<file path="src/rtl/sacl_pkg.sv">
`default_nettype none
package sacl_pkg;
   localparam int unsigned ADDR_WIDTH = 64;
   localparam int unsigned SET_BITS_WIDTH = 3;
   localparam int unsigned BLOCK_BITS_WIDTH = 6;
   localparam int unsigned WAYS_WIDTH = 4;
   localparam int unsigned CSR_DATA_WIDTH = 6;
   localparam int unsigned CSR_ADDR_WIDTH = 2;
   localparam int unsigned OUT_COUNT_WIDTH = 32;
   localparam int unsigned RSP_DATA_WIDTH = 104;

   localparam logic [CSR_ADDR_WIDTH-1:0] CSR_SET_BITS = 2'd0;
   localparam logic [CSR_ADDR_WIDTH-1:0] CSR_BLOCK_BITS = 2'd1;
   localparam logic [CSR_ADDR_WIDTH-1:0] CSR_WAYS_IN_USE = 2'd2;
endpackage
`default_nettype wire

</file>
<file path="src/rtl/sacl_front.sv">
`default_nettype none
module sacl_front
   import sacl_pkg::*;
#(
   parameter int unsigned MAX_SET_BITS = 6,
   parameter int unsigned MAX_WAYS = 8,
   parameter int unsigned SET_W = (MAX_SET_BITS > 0) ? MAX_SET_BITS : 1,
   parameter int unsigned NW_W = $clog2(MAX_WAYS + 1)
) (
   input  wire logic                        clock,
   input  wire logic                        reset,
   input  wire logic                        in_valid,
   output logic                             in_ready,
   input  wire logic [ADDR_WIDTH-1:0]       in_addr,
   input  wire logic [SET_BITS_WIDTH-1:0]   set_bits,
   input  wire logic [BLOCK_BITS_WIDTH-1:0] block_bits,
   input  wire logic [WAYS_WIDTH-1:0]       ways_in_use,
   output logic                             out_valid,
   input  wire logic                        out_ready,
   output logic [SET_W-1:0]                 out_set,
   output logic [ADDR_WIDTH-1:0]            out_tag,
   output logic [NW_W-1:0]                  out_nw
);
   logic [SET_W-1:0]      set_c;
   logic [ADDR_WIDTH-1:0] tag_c;
   logic [NW_W-1:0]       nw_c;
   logic [3:0]            sb;
   logic [6:0]            shift;
   logic [ADDR_WIDTH-1:0] sh_addr;
   logic [ADDR_WIDTH-1:0] set_mask;
   logic                  valid_ff, valid_in;
   logic [SET_W-1:0]      set_ff;
   logic [ADDR_WIDTH-1:0] tag_ff;
   logic [NW_W-1:0]       nw_ff;

   always_comb begin
      sb = ({1'b0, set_bits} > 4'(MAX_SET_BITS)) ? 4'(MAX_SET_BITS) : {1'b0, set_bits};
      // block_bits never reaches 64, so the shift always stays in range
      sh_addr = in_addr >> block_bits;
      set_mask = ~({ADDR_WIDTH{1'b1}} << sb);
      set_c = SET_W'(sh_addr & set_mask);
      if (MAX_SET_BITS == 0) set_c = '0;
      shift = 7'(sb) + 7'(block_bits);
      tag_c = (shift < 7'd64) ? (in_addr >> shift) : '0;
      if (ways_in_use == '0) nw_c = NW_W'(1);
      else if ({1'b0, ways_in_use} > 5'(MAX_WAYS)) nw_c = NW_W'(MAX_WAYS);
      else nw_c = NW_W'(ways_in_use);
   end

   assign in_ready = !valid_ff || out_ready;
   assign valid_in = in_ready ? in_valid : valid_ff;

   always_ff @(posedge clock) begin
      if (reset) valid_ff <= 1'b0;
      else valid_ff <= valid_in;
      if (in_valid && in_ready) begin
         set_ff <= set_c;
         tag_ff <= tag_c;
         nw_ff <= nw_c;
      end
   end

   assign out_valid = valid_ff;
   assign out_set = set_ff;
   assign out_tag = tag_ff;
   assign out_nw = nw_ff;
endmodule
`default_nettype wire

</file>
<file path="config.mk">
export PLATFORM = sky130hd
export DESIGN_NAME = sacl_front
export DESIGN_NICKNAME = d
export VERILOG_FILES = /design/src/rtl/sacl_pkg.sv /design/src/rtl/sacl_front.sv
export SDC_FILE = /design/constraint.sdc
export NUM_CORES = 1
export LEC_CHECK = 0
export ABC_CLOCK_PERIOD_IN_PS = 12800
export BUFFER_PORTS_ARGS = -buffer_cell sky130_fd_sc_hd__buf_2
export CAP_MARGIN = 20
export CORE_ASPECT_RATIO = 0.75
export CORE_UTILIZATION = 56
export CTS_CLUSTER_DIAMETER = 100
export DETAILED_ROUTE_END_ITERATION = 10
export PLACE_DENSITY_LB_ADDON = 0.15
export SYNTH_ARGS = -nofsm -noshare
export SYNTH_HDL_FRONTEND = slang
export SYNTH_SLANG_ARGS = --single-unit
export TNS_END_PERCENT = 5
</file>
<file path="constraint.sdc">
create_clock -name clock -period 12.8 [get_ports clock]
set_clock_uncertainty 0.05 [all_clocks]
set_input_delay 1.92 -clock clock [delete_from_list [all_inputs] [get_ports clock]]
set_output_delay 1.92 -clock clock [all_outputs]
set_load 0.01 [all_outputs]
</file>
==> summary.md <==
| Metric | Value |
|---|---|
| Post-synthesis xor/xnor area fraction | less than 1% |
| Unique cell type count in the Yosys netlist | 55 |
| P_leak | between 4 and 5 nW |
| CTS Hold Bufs | 0 |
| CTS tree | done |
| Worst skew pair latency | 350 ps |
| Tmin final | ~6200 ps |
| Main combinational cell family by area after synthesis | multiplexers |
| DRC Markers | 0 |
| Final core utilization | between 60% and 70% |
| Die Height | roughly 110 um |
| Proportion of synthesized area in mux cells | between 40 and 50% |
| Core area | ~0.015 sq mm |
| CP startpoint kind | primary input |
| IO Port Bufs | 156 |
| Final Hold Viols | 0 |
| Vias/cell | about 7.1 |
| Max-slew violation count | 0 |
| Routed WL | 28300 um |
| CTS buffer count | 9 |
| CTS Root Cell | clkbuf_16 |
| Pwr/cell area | approximately 120 mW/mm^2 |
| Avg WL per Cell | approximately 24 um |
| Syn Inst Count | 850 |
| Fin crit share | between 40% and 50% |
| RSZ-0062 raised after global routing | false |
| Status | completed |
| Postcts setup bufs | 0 |
| Placed cell areas | ~0.0097 sq mm |
| Post-Synth Adder-Cell Area | 0.652% |
| DR pass1 iterations | 5 |
| Ports | 157 |
| Vias in the first global route | ~7400 |
| Compound-Gate Fraction of Synth Area | between 15 and 20% |
| First DRT Iteration DRCs | 1132 |
| Rel. slew slack | between 30 and 40% |
| Worst path required time | around 13000 ps |
| First-pass GRT wire length | approximately 44000 um |
| Pin count of the biggest net entering global routing | 75 |
| H-Tree Depth | 3 |
| Post-Syn Nets | just over 900 |
| Die Wd | 147 um |
| Fill count | 1225 |
| Hold Crit Class | reg -> reg |
| Layout cells sized above 1 | 32.6% |
| Worst VDD drop | 0.0706 mV |
| Worst slew pin tran | between 900 and 1000 ps |
| CP endpoint kind | register |
| Via count | a little over 8000 |
| RePlAce Congestion | between 1 and 1.5 |
| GRT Overall Usage | around 36% |
| Area grow syn2layout | 13.7% |
| Critical-path maximum fanout | 66 |
| Max Cap Viol | 0 |
| Critical Path AT | between 6000 and 7000 ps |
| Synthesized cell area | 0.00883 sq mm |
| EDFF count, synth | 74 |
| Reg clk slew, reported paths | around 60 ps |
| Fin Setup TNS | 0 ps |
| # setup viols final | 0 |
| Synth Area per Inst | between 10 and 15 sq um |
| CTS Buffer Depth | 2 |
| DRT antenna net count | 0 |
| Synth async-reset ratio | 0% |
| Synth Area in Simple Gates | 12.2% |
| Final instance area | 0.0100 sq mm |
| Post-CTS Resized | 0 |
| Clk sinks | 75 |
| Seq/Total Area, Yosys | approximately a quarter |
| Final #Nets | between 1000 and 1500 |
| Initial antenna violation count | 1 |
| Rows | 39 |
| Grt ovf | 0 |
| Post-DP HPWL | slightly above 20000 um |
| Main synth FF type | edfxtp_1 |
| F_max | 160 MHz |
| YS warnings | 0 |
| Die area | around 0.016 sq mm |
| Kind of critical path | in -> reg |
| Initial core utilization | approximately 58% |
| Synthesis-stage register bit count | 75 |
[where the power goes]
part	internal [mW]	switching (mW)	total, mW
clock	0.191	0.104	0.296
combinational	0.249	0.367	0.616
sequential	0.316	0.00838	0.324
[critical path, stage by stage]
cell and delay [ps]:
buf_2 70, buf_4 540, inv_1 190, fa_4 960, buf_4 670, mux4_2 620, mux2i_1 370, mux2i_1 180
a22oi_1 240, o22ai_1 120, or3_1 340
[final timing paths]
check | end | cells after the start | slack (ps) | from
hold / removal | out_valid | 2 | 470 | out_valid
hold reg to reg | out_valid | 2 | 470 | out_valid
setup / recovery | out_tag[15] | 11 | 6550 | block_bits[1]
setup reg to reg | out_tag[57] | 2 | 11140 | out_valid
[kinds of logic (layout without fill, tap and decap cells)]
logic type	Yosys count	after routing
adder cells (fa/ha/maj)	4	4
buffers and inverters	89	197
other	0	1
AO/OA/AOI/OAI	197	197
XOR/XNOR	6	6
AND/OR/NAND/NOR	244	244
multiplexers	235	235
flip-flops	75	75
[through the flow]
stage | power (mW) | instances | setup slack [ps] | hold slack, ps
floorplan | 0.746 | 850 | 7320 | 543
global placement | 0.917 | 1147 | 6410 | 449
detailed placement | 0.920 | 1147 | 6300 | 471
CTS | 1.22 | 1163 | 6670 | 479
global route | 1.29 | 1163 | 6250 | 509
finish | 1.24 | 1164 | 6550 | 471
[metal layers]
layer  track usage [%]  vias to the layer above  share of wire, %
met5                 0                        -                 0
met4              7.63                        0               1.6
met3              11.7                       53                15
met2              50.6                      628                43
met1              52.5                     3971                41
li1                  -                     3593                 -
[layout make-up]
cell class / instances / area [sq um] / area share, %
clock inverter: 6 / 114 / 1.13
multi-input combinational: 686 / 6260 / 62.3
timing repair buffer: 173 / 911 / 9.07
inverter: 8 / 30.0 / 0.299
tap: 205 / 256 / 2.55
sequential: 75 / 2240 / 22.3
antenna: 1 / 2.50 / 0.0249
clock buffer: 10 / 229 / 2.28
[cell usage after synthesis, types with 5 or more instances]
cell type	instances	area, sq um
a211o_1	7	61.3
a211oi_1	30	225
a21oi_1	43	215
a221o_1	10	100
a22oi_1	5	37.5
a31oi_1	9	56.3
and2_1	15	93.8
and3_1	10	62.6
buf_1	8	30.0
buf_2	18	90.1
buf_4	8	60.1
clkbuf_1	44	165
edfxtp_1	74	2220
inv_1	8	30.0
mux2_2	15	169
mux2i_1	121	1210
mux4_2	98	2210
nand2_1	99	372
nand2b_1	8	50.1
nand3_1	12	60.1
nor2_1	70	263
nor2b_1	19	119
nor3_1	7	35.0
o211ai_1	10	75.1
o21a_1	7	52.6
o21ai_0	30	150
o221ai_1	7	61.3
o22ai_1	6	37.5
[cells in the final DEF, fill, tap and decap left out, types with 3 or more instances in the layout]
| cell type | n |
|---|---|
| buf_4 | 18 |
| nor2b_1 | 19 |
| nor2_1 | 69 |
| or3_1 | 4 |
| mux4_2 | 98 |
| and2_1 | 14 |
| a32oi_1 | 4 |
| clkbuf_16 | 9 |
| a221o_1 | 10 |
| o221ai_1 | 7 |
| a31oi_1 | 9 |
| a22oi_1 | 5 |
| a211o_1 | 7 |
| bufinv_16 | 3 |
| a2111oi_0 | 3 |
| nand2_1 | 98 |
| o21ai_0 | 30 |
| mux2_2 | 15 |
| o21a_1 | 7 |
| mux2i_1 | 121 |
| nand2b_1 | 8 |
| a21o_1 | 4 |
| a21oi_1 | 43 |
| buf_2 | 155 |
| ha_1 | 3 |
| nand3_1 | 12 |
| inv_1 | 8 |
| o211ai_1 | 10 |
| a211oi_1 | 29 |
| edfxtp_1 | 74 |
| o22ai_1 | 6 |
| a311oi_1 | 3 |
| nor3_1 | 7 |
| and3_1 | 10 |
[sequential cells by signal, summed over array words and instances, names as in the netlist]
name       count
out_set        6
out_nw         4
out_tag       64
out_valid      1
No activity file was read; power rests on OpenSTA's default activity.
